File: config.mk
export PLATFORM = sky130hd
export DESIGN_NAME = login_failure_throttle_table
export DESIGN_NICKNAME = d
export VERILOG_FILES = /design/src/design/lft_pkg.sv /design/src/design/lft_ctrl.sv /design/src/design/lft_datapath.sv /design/src/design/login_failure_throttle_table.sv
export SDC_FILE = /design/constraint.sdc
export NUM_CORES = 2
export LEC_CHECK = 0
export ABC_CLOCK_PERIOD_IN_PS = 5700
export BUFFER_PORTS_ARGS = -buffer_cell sky130_fd_sc_hd__buf_2
export CORE_ASPECT_RATIO = 1.75
export CORE_MARGIN = 2
export CORE_UTILIZATION = 25
export CTS_CLUSTER_DIAMETER = 80
export DETAILED_ROUTE_END_ITERATION = 8
export HOLD_SLACK_MARGIN = 0.02
export PLACE_DENSITY = 0.41
export RECOVER_POWER = 100
export SYNTH_ARGS = -nofsm -noshare
export SYNTH_HDL_FRONTEND = slang
export SYNTH_MEMORY_MAX_BITS = 65536
export SYNTH_SLANG_ARGS = --single-unit
export TNS_END_PERCENT = 100
File: constraint.sdc
create_clock -name clk -period 5.7 [get_ports clk]
set_input_delay 0.855 -clock clk [delete_from_list [all_inputs] [get_ports clk]]
set_output_delay 0.855 -clock clk [all_outputs]
set_load 0.005 [all_outputs]
File: src/design/lft_pkg.sv
// Shared types and constants for the login failure throttle table.
// Used by lft_ctrl, lft_datapath and login_failure_throttle_table.
`default_nettype none

package lft_pkg;

  localparam int TABLE_DEPTH = 64;
  localparam int IDX_W       = $clog2(TABLE_DEPTH);
  localparam int CNT_W       = $clog2(TABLE_DEPTH + 1);
  localparam int CFG_IDX_W   = 3;
  localparam int CFG_DATA_W  = 32;

  // configuration register indexes
  localparam logic [CFG_IDX_W-1:0] CFG_LOCK_THRESHOLD = 3'd0;
  localparam logic [CFG_IDX_W-1:0] CFG_LOCK_WINDOW    = 3'd1;
  localparam logic [CFG_IDX_W-1:0] CFG_SHORT_WINDOW   = 3'd2;
  localparam logic [CFG_IDX_W-1:0] CFG_SHORT_ENABLE   = 3'd3;
  localparam logic [CFG_IDX_W-1:0] CFG_EXEMPT_ADDR    = 3'd4;

  localparam logic [7:0]  RST_LOCK_THRESHOLD = 8'd3;
  localparam logic [15:0] RST_LOCK_WINDOW    = 16'd900;
  localparam logic [15:0] RST_SHORT_WINDOW   = 16'd15;
  localparam logic        RST_SHORT_ENABLE   = 1'b1;
  localparam logic [31:0] RST_EXEMPT_ADDR    = 32'hFF00_0001;

  localparam logic [7:0] FAIL_MAX = 8'hFF;

  localparam logic ACT_CHECK  = 1'b0;
  localparam logic ACT_REPORT = 1'b1;

  typedef enum logic [1:0] {
    VERDICT_OK    = 2'd0,
    VERDICT_SHORT = 2'd1,
    VERDICT_LOCK  = 2'd2
  } verdict_t;

  typedef struct packed {
    logic [31:0] address;
    logic [7:0]  failures;
    logic [31:0] stamp;
  } entry_t;

  typedef enum logic [2:0] {
    PTR_HOLD,
    PTR_ZERO,
    PTR_ONE,
    PTR_NEXT,
    PTR_TOP
  } ptr_op_t;

  typedef enum logic [1:0] {
    WR_NONE,
    WR_MOVE,
    WR_APPEND,
    WR_REPORT
  } wr_op_t;

  typedef struct packed {
    logic    load;
    logic    rd_en;
    logic    capture;
    logic    emit;
    ptr_op_t ptr_op;
    wr_op_t  wr_op;
  } cmd_t;

  typedef struct packed {
    logic cnt_zero;
    logic full;
    logic rd_vld;
    logic match;
    logic rd_last;
  } status_t;

endpackage

`default_nettype wire

File: src/design/lft_ctrl.sv
// Sequencer for the throttle table: scan, compaction, append and report steps.
// Depends on lft_pkg for the command and status structs.
`default_nettype none

module lft_ctrl (
  input  wire logic             clk,
  input  wire logic             rst,
  input  wire logic             start,
  input  wire logic             action,
  input  wire lft_pkg::status_t st,
  output lft_pkg::cmd_t         cmd,
  output logic                  busy
);
  import lft_pkg::*;

  typedef enum logic [5:0] {
    S_IDLE   = 6'b000001,
    S_SCAN   = 6'b000010,
    S_MOVE   = 6'b000100,
    S_APPEND = 6'b001000,
    S_RPT_RD = 6'b010000,
    S_RPT_WR = 6'b100000
  } state_t;

  state_t state, state_next;

  always_ff @(posedge clk) begin
    if (rst) begin
      state <= S_IDLE;
    end else begin
      state <= state_next;
    end
  end

  always_comb begin
    state_next  = state;
    cmd         = '0;
    cmd.ptr_op  = PTR_HOLD;
    cmd.wr_op   = WR_NONE;
    unique case (state)
      S_IDLE: begin
        if (start) begin
          cmd.load = 1'b1;
          if (action == ACT_CHECK) begin
            if (st.cnt_zero) begin
              state_next = S_APPEND;
            end else begin
              cmd.ptr_op = PTR_ZERO;
              state_next = S_SCAN;
            end
          end else if (!st.cnt_zero) begin
            cmd.ptr_op = PTR_TOP;
            state_next = S_RPT_RD;
          end
        end
      end
      S_SCAN: begin
        if (st.rd_vld && st.match) begin
          cmd.capture = 1'b1;
          if (st.rd_last) begin
            state_next = S_APPEND;
          end else begin
            cmd.ptr_op = PTR_NEXT;
            state_next = S_MOVE;
          end
        end else if (st.rd_vld && st.rd_last) begin
          // miss: a full table drops its oldest entry first
          if (st.full) begin
            cmd.ptr_op = PTR_ONE;
            state_next = S_MOVE;
          end else begin
            state_next = S_APPEND;
          end
        end else begin
          cmd.rd_en = 1'b1;
        end
      end
      S_MOVE: begin
        cmd.rd_en = 1'b1;
        if (st.rd_vld) begin
          cmd.wr_op = WR_MOVE;
          if (st.rd_last) begin
            state_next = S_APPEND;
          end
        end
      end
      S_APPEND: begin
        cmd.wr_op  = WR_APPEND;
        cmd.emit   = 1'b1;
        state_next = S_IDLE;
      end
      S_RPT_RD: begin
        cmd.rd_en  = 1'b1;
        state_next = S_RPT_WR;
      end
      S_RPT_WR: begin
        cmd.wr_op  = WR_REPORT;
        state_next = S_IDLE;
      end
      default: begin
        state_next = S_IDLE;
      end
    endcase
  end

  assign busy = (state != S_IDLE);

endmodule

`default_nettype wire

File: src/design/lft_datapath.sv
// Datapath of the throttle table: entry memory, fill count, pointers,
// configuration registers and verdict logic. Depends on lft_pkg.
`default_nettype none

module lft_datapath (
  input  wire logic                             clk,
  input  wire logic                             rst,
  input  wire lft_pkg::cmd_t                    cmd,
  output lft_pkg::status_t                      st,
  input  wire logic [31:0]                      client_address,
  input  wire logic [31:0]                      now_seconds,
  input  wire logic                             login_failed,
  input  wire logic                             cfg_write,
  input  wire logic [lft_pkg::CFG_IDX_W-1:0]    cfg_index,
  input  wire logic [lft_pkg::CFG_DATA_W-1:0]   cfg_data,
  output logic                                  verdict_valid,
  output logic [1:0]                            verdict
);
  import lft_pkg::*;

  // configuration
  logic [7:0]  lock_threshold;
  logic [15:0] lock_window;
  logic [15:0] short_window;
  logic        short_enable;
  logic [31:0] exempt_addr;

  always_ff @(posedge clk) begin
    if (rst) begin
      lock_threshold <= RST_LOCK_THRESHOLD;
      lock_window    <= RST_LOCK_WINDOW;
      short_window   <= RST_SHORT_WINDOW;
      short_enable   <= RST_SHORT_ENABLE;
      exempt_addr    <= RST_EXEMPT_ADDR;
    end else if (cfg_write) begin
      unique case (cfg_index)
        CFG_LOCK_THRESHOLD: lock_threshold <= cfg_data[7:0];
        CFG_LOCK_WINDOW:    lock_window    <= cfg_data[15:0];
        CFG_SHORT_WINDOW:   short_window   <= cfg_data[15:0];
        CFG_SHORT_ENABLE:   short_enable   <= cfg_data[0];
        CFG_EXEMPT_ADDR:    exempt_addr    <= cfg_data[31:0];
        default: ;
      endcase
    end
  end

  // table memory; slot 0 is least recently used
  entry_t mem [TABLE_DEPTH];

  logic [CNT_W-1:0] cnt;
  logic [CNT_W-1:0] cnt_m1;
  logic [CNT_W-1:0] ptr;
  logic             rd_vld;
  logic [IDX_W-1:0] rd_slot;
  entry_t           rd_data;
  logic             rd_go;

  logic [31:0] req_addr;
  logic [31:0] req_now;
  logic        req_failed;
  logic        use_hit;
  logic [7:0]  hit_fail;
  logic [31:0] hit_stamp;
  verdict_t    verdict_reg;

  logic             keep_cnt;
  logic             wr_en;
  logic [IDX_W-1:0] wr_idx;
  entry_t           wr_data;
  logic [7:0]       rpt_fail;

  logic [31:0] elapsed;
  verdict_t    judged;

  assign cnt_m1   = cnt - 1'b1;
  assign rd_go    = cmd.rd_en && (ptr < cnt);
  assign keep_cnt = use_hit || st.full;

  assign st.cnt_zero = (cnt == '0);
  assign st.full     = (cnt == CNT_W'(TABLE_DEPTH));
  assign st.rd_vld   = rd_vld;
  assign st.match    = (rd_data.address == req_addr);
  assign st.rd_last  = (rd_slot == cnt_m1[IDX_W-1:0]);

  always_ff @(posedge clk) begin
    if (rst) begin
      cnt    <= '0;
      ptr    <= '0;
      rd_vld <= 1'b0;
    end else begin
      rd_vld <= rd_go;
      if (cmd.wr_op == WR_APPEND && !keep_cnt) begin
        cnt <= cnt + 1'b1;
      end
      case (cmd.ptr_op)
        PTR_ZERO: ptr <= '0;
        PTR_ONE:  ptr <= CNT_W'(1);
        PTR_NEXT: ptr <= CNT_W'(rd_slot) + 1'b1;
        PTR_TOP:  ptr <= cnt_m1;
        default: begin
          if (rd_go) begin
            ptr <= ptr + 1'b1;
          end
        end
      endcase
    end
  end

  always_ff @(posedge clk) begin
    if (rd_go) begin
      rd_data <= mem[ptr[IDX_W-1:0]];
      rd_slot <= ptr[IDX_W-1:0];
    end
  end

  assign rpt_fail = !req_failed ? 8'd0 :
                    (rd_data.failures == FAIL_MAX) ? FAIL_MAX : rd_data.failures + 8'd1;

  always_comb begin
    wr_en   = 1'b0;
    wr_idx  = rd_slot;
    wr_data = rd_data;
    case (cmd.wr_op)
      WR_MOVE: begin
        wr_en  = 1'b1;
        wr_idx = rd_slot - 1'b1;
      end
      WR_APPEND: begin
        wr_en            = 1'b1;
        wr_idx           = keep_cnt ? cnt_m1[IDX_W-1:0] : cnt[IDX_W-1:0];
        wr_data.address  = req_addr;
        wr_data.failures = use_hit ? hit_fail : 8'd0;
        wr_data.stamp    = use_hit ? hit_stamp : req_now;
      end
      WR_REPORT: begin
        wr_en            = 1'b1;
        wr_data.failures = rpt_fail;
        wr_data.stamp    = req_now;
      end
      default: ;
    endcase
  end

  always_ff @(posedge clk) begin
    if (wr_en) begin
      mem[wr_idx] <= wr_data;
    end
  end

  // request and hit capture
  always_ff @(posedge clk) begin
    if (cmd.load) begin
      req_addr   <= client_address;
      req_now    <= now_seconds;
      req_failed <= login_failed;
    end
    if (cmd.capture) begin
      hit_fail  <= rd_data.failures;
      hit_stamp <= rd_data.stamp;
    end
  end

  always_ff @(posedge clk) begin
    if (rst) begin
      use_hit <= 1'b0;
    end else if (cmd.load) begin
      use_hit <= 1'b0;
    end else if (cmd.capture) begin
      use_hit <= 1'b1;
    end
  end

  // elapsed time wraps modulo 2^32
  assign elapsed = req_now - hit_stamp;

  always_comb begin
    judged = VERDICT_OK;
    if (!use_hit || req_addr == exempt_addr) begin
      judged = VERDICT_OK;
    end else if (hit_fail >= lock_threshold) begin
      judged = (elapsed <= {16'd0, lock_window}) ? VERDICT_LOCK : VERDICT_OK;
    end else if (hit_fail != 8'd0 && short_enable) begin
      judged = (elapsed <= {16'd0, short_window}) ? VERDICT_SHORT : VERDICT_OK;
    end
  end

  always_ff @(posedge clk) begin
    if (cmd.emit) begin
      verdict_reg <= judged;
    end
  end

  always_ff @(posedge clk) begin
    if (rst) begin
      verdict_valid <= 1'b0;
    end else begin
      verdict_valid <= cmd.emit;
    end
  end

  assign verdict = verdict_reg;

endmodule

`default_nettype wire

File: src/design/login_failure_throttle_table.sv
// Login failure throttle table: an LRU-ordered table of client addresses
// with failure counts and time stamps. A check item is taken when start is
// high and busy is low; its verdict appears for one cycle with verdict_valid,
// and cannot be held off by the receiver. A report item gives no verdict.
// Timing is set by the single-read-port entry memory, visited one slot per
// cycle. A check scans the valid entries and appends the client as the
// newest entry: a hit first moves the entries after it down one slot, a
// miss into a full table first compacts all entries to drop the oldest,
// and a check on an empty table appends without a scan. A report reads and
// rewrites the newest entry, or does nothing on an empty table. The verdict
// is valid in the first cycle with busy low again. Config writes take effect
// at once. Depends on lft_pkg, lft_ctrl and lft_datapath.
`default_nettype none

module login_failure_throttle_table (
  input  wire logic                            clk,
  input  wire logic                            rst,
  input  wire logic                            start,
  output logic                                 busy,
  input  wire logic                            action,
  input  wire logic [31:0]                     client_address,
  input  wire logic [31:0]                     now_seconds,
  input  wire logic                            login_failed,
  input  wire logic                            cfg_write,
  input  wire logic [lft_pkg::CFG_IDX_W-1:0]   cfg_index,
  input  wire logic [lft_pkg::CFG_DATA_W-1:0]  cfg_data,
  output logic                                 verdict_valid,
  output logic [1:0]                           verdict
);
  import lft_pkg::*;

  cmd_t    cmd;
  status_t st;

  lft_ctrl u_ctrl (
    .clk    (clk),
    .rst    (rst),
    .start  (start),
    .action (action),
    .st     (st),
    .cmd    (cmd),
    .busy   (busy)
  );

  lft_datapath u_dp (
    .clk            (clk),
    .rst            (rst),
    .cmd            (cmd),
    .st             (st),
    .client_address (client_address),
    .now_seconds    (now_seconds),
    .login_failed   (login_failed),
    .cfg_write      (cfg_write),
    .cfg_index      (cfg_index),
    .cfg_data       (cfg_data),
    .verdict_valid  (verdict_valid),
    .verdict        (verdict)
  );

`ifndef ASSERT_OFF
  // a check item taken while idle always sets busy
  a_check_goes_busy: assert property (@(posedge clk) disable iff (rst)
    (start && !busy && action == ACT_CHECK) |=> busy)
    else $error("check item did not start work");

  // a verdict only follows work on a check
  a_verdict_after_work: assert property (@(posedge clk) disable iff (rst)
    verdict_valid |-> $past(busy))
    else $error("verdict without preceding work");

  // one verdict per item, never two in a row
  a_single_verdict: assert property (@(posedge clk) disable iff (rst)
    verdict_valid |=> !verdict_valid)
    else $error("verdict strobe held for two cycles");

  // a report never produces a verdict; a check right after it may
  a_report_silent: assert property (@(posedge clk) disable iff (rst)
    (start && !busy && action == ACT_REPORT) |=>
      !verdict_valid ##1 !verdict_valid)
    else $error("report item produced a verdict");
`endif

endmodule

`default_nettype wire

==> flow_metrics.tcl <==
set metrics [dict create \
    status "finished with violations" \
    violations "max-capacitance violations, max-slew violations" \
    start_util_pct 25.07 \
    power_density_nw_per_um2 322.6 \
    synth_ff_type "edfxtp_1" \
    vdd_drop_max_mv 0.2748 \
    clk_latency_ns 1.12 \
    largest_registers "u_dp.mem: 4608 flops, u_dp.rd_data: 72 flops" \
    worst_slack_ns 0.1460 \
    path_cells "clkbuf_2 -> mux4_2" \
    core_area_um2 756800 \
    dpl_cell_area_um2 206800 \
    dpl.cell_count 18160 \
    tritoncts "yes" \
    ys_types 72 \
    clock-root-buffer "clkbuf_16" \
    grt_pass1_wl_mm 880.4 \
    clkSlewWorstSetupHoldPaths_ns 0.06 \
    power.internal_mw 56.61 \
    final_antenna_net_count 0 \
    worstSetupPathType "flop to flop" \
    syn-instance-count 8111 \
    cp_slowest_stage_delay_ns 3.05 \
    p_switching_mw 14.57 \
    gp_congestion 0.8188 \
    final.setup.tns_ns 0 \
    drive_above_1_share_pct 29.47 \
    numCtsBuffers 473 \
    reg2reg_to "u_dp.rd_data[19]$_DFFE_PP_" \
    p_leak_nw 64.43 \
    yosys_warnings 0 \
    post-cts-setup-buffer-count 0 \
    synth.ff_latch_count 4889 \
    grt_pass1_vias 95970 \
    clock-skew-final_ns 0.1479 \
    yosysSeqAreaShare_pct 76.87 \
    setup_viol 0 \
    crit_fanout 64 \
    wl_per_cell_um 34.34 \
    max-clock-path-buffers 5 \
    total_power_mw 71.18 \
    grt_max_degree 94 \
    reg2reg_from "u_dp.ptr[5]$_SDFFE_PP0P_" \
    synth_edf_count 4793 \
    fmax_mhz 180.1 \
    worst_pin_slew_ns 4.429 \
    layout_commonest_cell "edfxtp_1" \
    h-tree-depth 5 \
    timing.critical_path.from_type "flop" \
    synth.avg_cell_area_um2 23.39 \
    drc 0 \
    synthesis.nets 8304 \
    rrSetupSlack_ns 0.15 \
    track_usage_pct 16.83 \
    nets 8916 \
    worst-endpoint-arrival_ns 6.39 \
    wl_mm 656.8 \
    synthArstFlopShare_pct 0 \
    rsz0062_at_grt "no" \
    r2r_cells 2 \
    port-buffer-count 108 \
    io_pins 109 \
    post-route-min-period_ns 5.554 \
    layout.cells.non_filler 19130 \
    power_frac_comb_pct 1.0 \
    slowest_stage "clkbuf_2" \
    slew_viol_final 2936 \
    hold_viol_final 0 \
    crit_start "u_dp.ptr[5]$_SDFFE_PP0P_" \
    cts-resized-gates 0 \
    critPathCaptureType "flop" \
    hold_class "input pin to flop" \
    post-route-period-util_pct 97.44 \
    pre_cts_slack_ns 1.099 \
    die_h_mm 1.156 \
    stdcell_area_um2 220700 \
    drt_iter0_markers 8918 \
    avgViaCountPerCell 4.759 \
    die_w_um 662.6 \
    drtPass1Iterations 6 \
    cp.required_ns 6.54 \
    p_sw_share_pct 20.47 \
    row_count 423 \
    clkPwrFrac_pct 44.2 \
    largest_register_ffs 4608 \
    die_area_um2 766200 \
    netlist_area_um2 189700 \
    synthToLayoutAreaGrowth_pct 16.31 \
    grt_antenna_before_repair 49 \
    grt.overflow.total 0 \
    regMostFlops "u_dp.mem" \
    slew_headroom_pct -195.2 \
    drv_cap 82 \
    crit_path_end "u_dp.rd_data[19]$_DFFE_PP_" \
    p_seq_share_pct 54.8 \
    num_vias 91030 \
    layout_common_cells "4793 x edfxtp_1, 1512 x mux4_2, 476 x clkbuf_16" \
    cts_sinks 4889 \
    dp_hpwl_mm 382.9 \
]
layer usage:
layer	part of all wire [%]	GRT usage, %
met1	39	20.41
met2	53	31.14
met3	4.3	1.875
met4	3.6	5.175
met5	0.015	0
through the flow:
stage / utilization [%] / hold WS, ns
3_5_place_dp: 27.33 / 0.4439
5_1_grt: 29.15 / 0.1027
4_1_cts: 29.41 / 0.02372
3_3_place_gp: 27.33 / 0.4430
6_report: 29.16 / 0.1317
2_1_floorplan: - / 0.4064
Yosys cell counts (all sizes together) (4+ instances only):
cell type | number | area share (%)
xnor2 | 39 | 0.18
ha | 87 | 0.57
o31ai | 5 | 0.020
mux2 | 65 | 0.39
edfxtp | 4793 | 76
and3 | 16 | 0.053
nand3 | 35 | 0.092
nand2b | 18 | 0.059
nor2b | 13 | 0.043
a22oi | 34 | 0.13
a211oi | 6 | 0.024
o211ai | 6 | 0.024
and4 | 4 | 0.018
nor4 | 30 | 0.099
nor3 | 22 | 0.063
nand3b | 22 | 0.087
o21ai | 91 | 0.24
nand4 | 24 | 0.079
dfxtp | 96 | 1.0
and2 | 8 | 0.026
clkbuf | 282 | 0.56
o22ai | 4 | 0.013
nor2 | 144 | 0.28
or2 | 6 | 0.020
nand2 | 218 | 0.43
a21oi | 123 | 0.32
buf | 130 | 0.33
xor2 | 71 | 0.33
a21o | 14 | 0.055
a211o | 12 | 0.056
o21a | 8 | 0.032
a31oi | 15 | 0.053
mux4 | 1512 | 18
inv | 104 | 0.21
or3 | 6 | 0.020
mux2i | 7 | 0.037
power groups by stage:
stage	Combinational (mW)	Clock [mW]	Sequential, mW
2_1_floorplan	0.356	0	39.7
3_3_place_gp	0.672	0	39.8
3_5_place_dp	0.673	0	39.8
4_1_cts	0.729	32.3	39.0
5_1_grt	0.770	33.4	39.0
6_report	0.718	31.5	39.0
worst min path at each step:
| stage | from | endpoint | slack (ns) | cells after the start |
|---|---|---|---|---|
| 2_1_floorplan | u_dp.ptr[0]$_SDFFE_PP0P_ | u_dp.rd_slot[0]$_DFFE_PP_ | 0.41 | 0 |
| 3_3_place_gp | u_dp.rd_data[25]$_DFFE_PP_ | u_dp.hit_stamp[25]$_DFFE_PP_ | 0.44 | 0 |
| 3_5_place_dp | u_dp.rd_data[25]$_DFFE_PP_ | u_dp.hit_stamp[25]$_DFFE_PP_ | 0.44 | 0 |
| 4_1_cts | now_seconds[9] | u_dp.req_now[9]$_DFFE_PP_ | 0.02 | 1 |
| 5_1_grt | cfg_data[8] | u_dp.short_window[8]$_SDFFE_PP0P_ | 0.10 | 3 |
| 6_report | cfg_data[8] | u_dp.short_window[8]$_SDFFE_PP0P_ | 0.13 | 3 |
repair_timing:
| action | 4_1_cts | 5_1_grt |
|---|---|---|
| hold buffers | 77 | 0 |
| setup endpoints to repair | 0 | 0 |
| endpoints found under the hold margin | 99 | 0 |
critical path, delay by kind of cell (launching register included):
kind / cells / cell delay [ns]
flops: 1 / 0.87
mux: 1 / 1.05
buf+inv: 1 / 3.05
cells by family (layout without fill, tap and decap cells):
| kind of cell | after synthesis | count (layout) | synth area share (%) |
|---|---|---|---|
| DFF | 4889 | 4889 | 76.87 |
| xor gates and xnor gates | 113 | 113 | 0.5434 |
| adders and majority gates | 88 | 88 | 0.5843 |
| AOI/OAI and AO/OA | 346 | 346 | 1.117 |
| other | 0 | 44 | 0 |
| and+or+nand+nor | 575 | 575 | 1.424 |
| buffers and inverters | 516 | 1501 | 1.093 |
| muxes | 1584 | 1584 | 18.37 |
area by class of cell:
type	count	area (µm²)
repair buffers	549	4616
fillers	73450	536200
clock inverters	281	2680
well taps	9987	12500
diodes	44	110.1
inverters	104	397.9
clock buffers	567	12310
multi-input cells	2706	42200
flip-flops and latches	4889	145900
(Power assumes the default switching activity.)
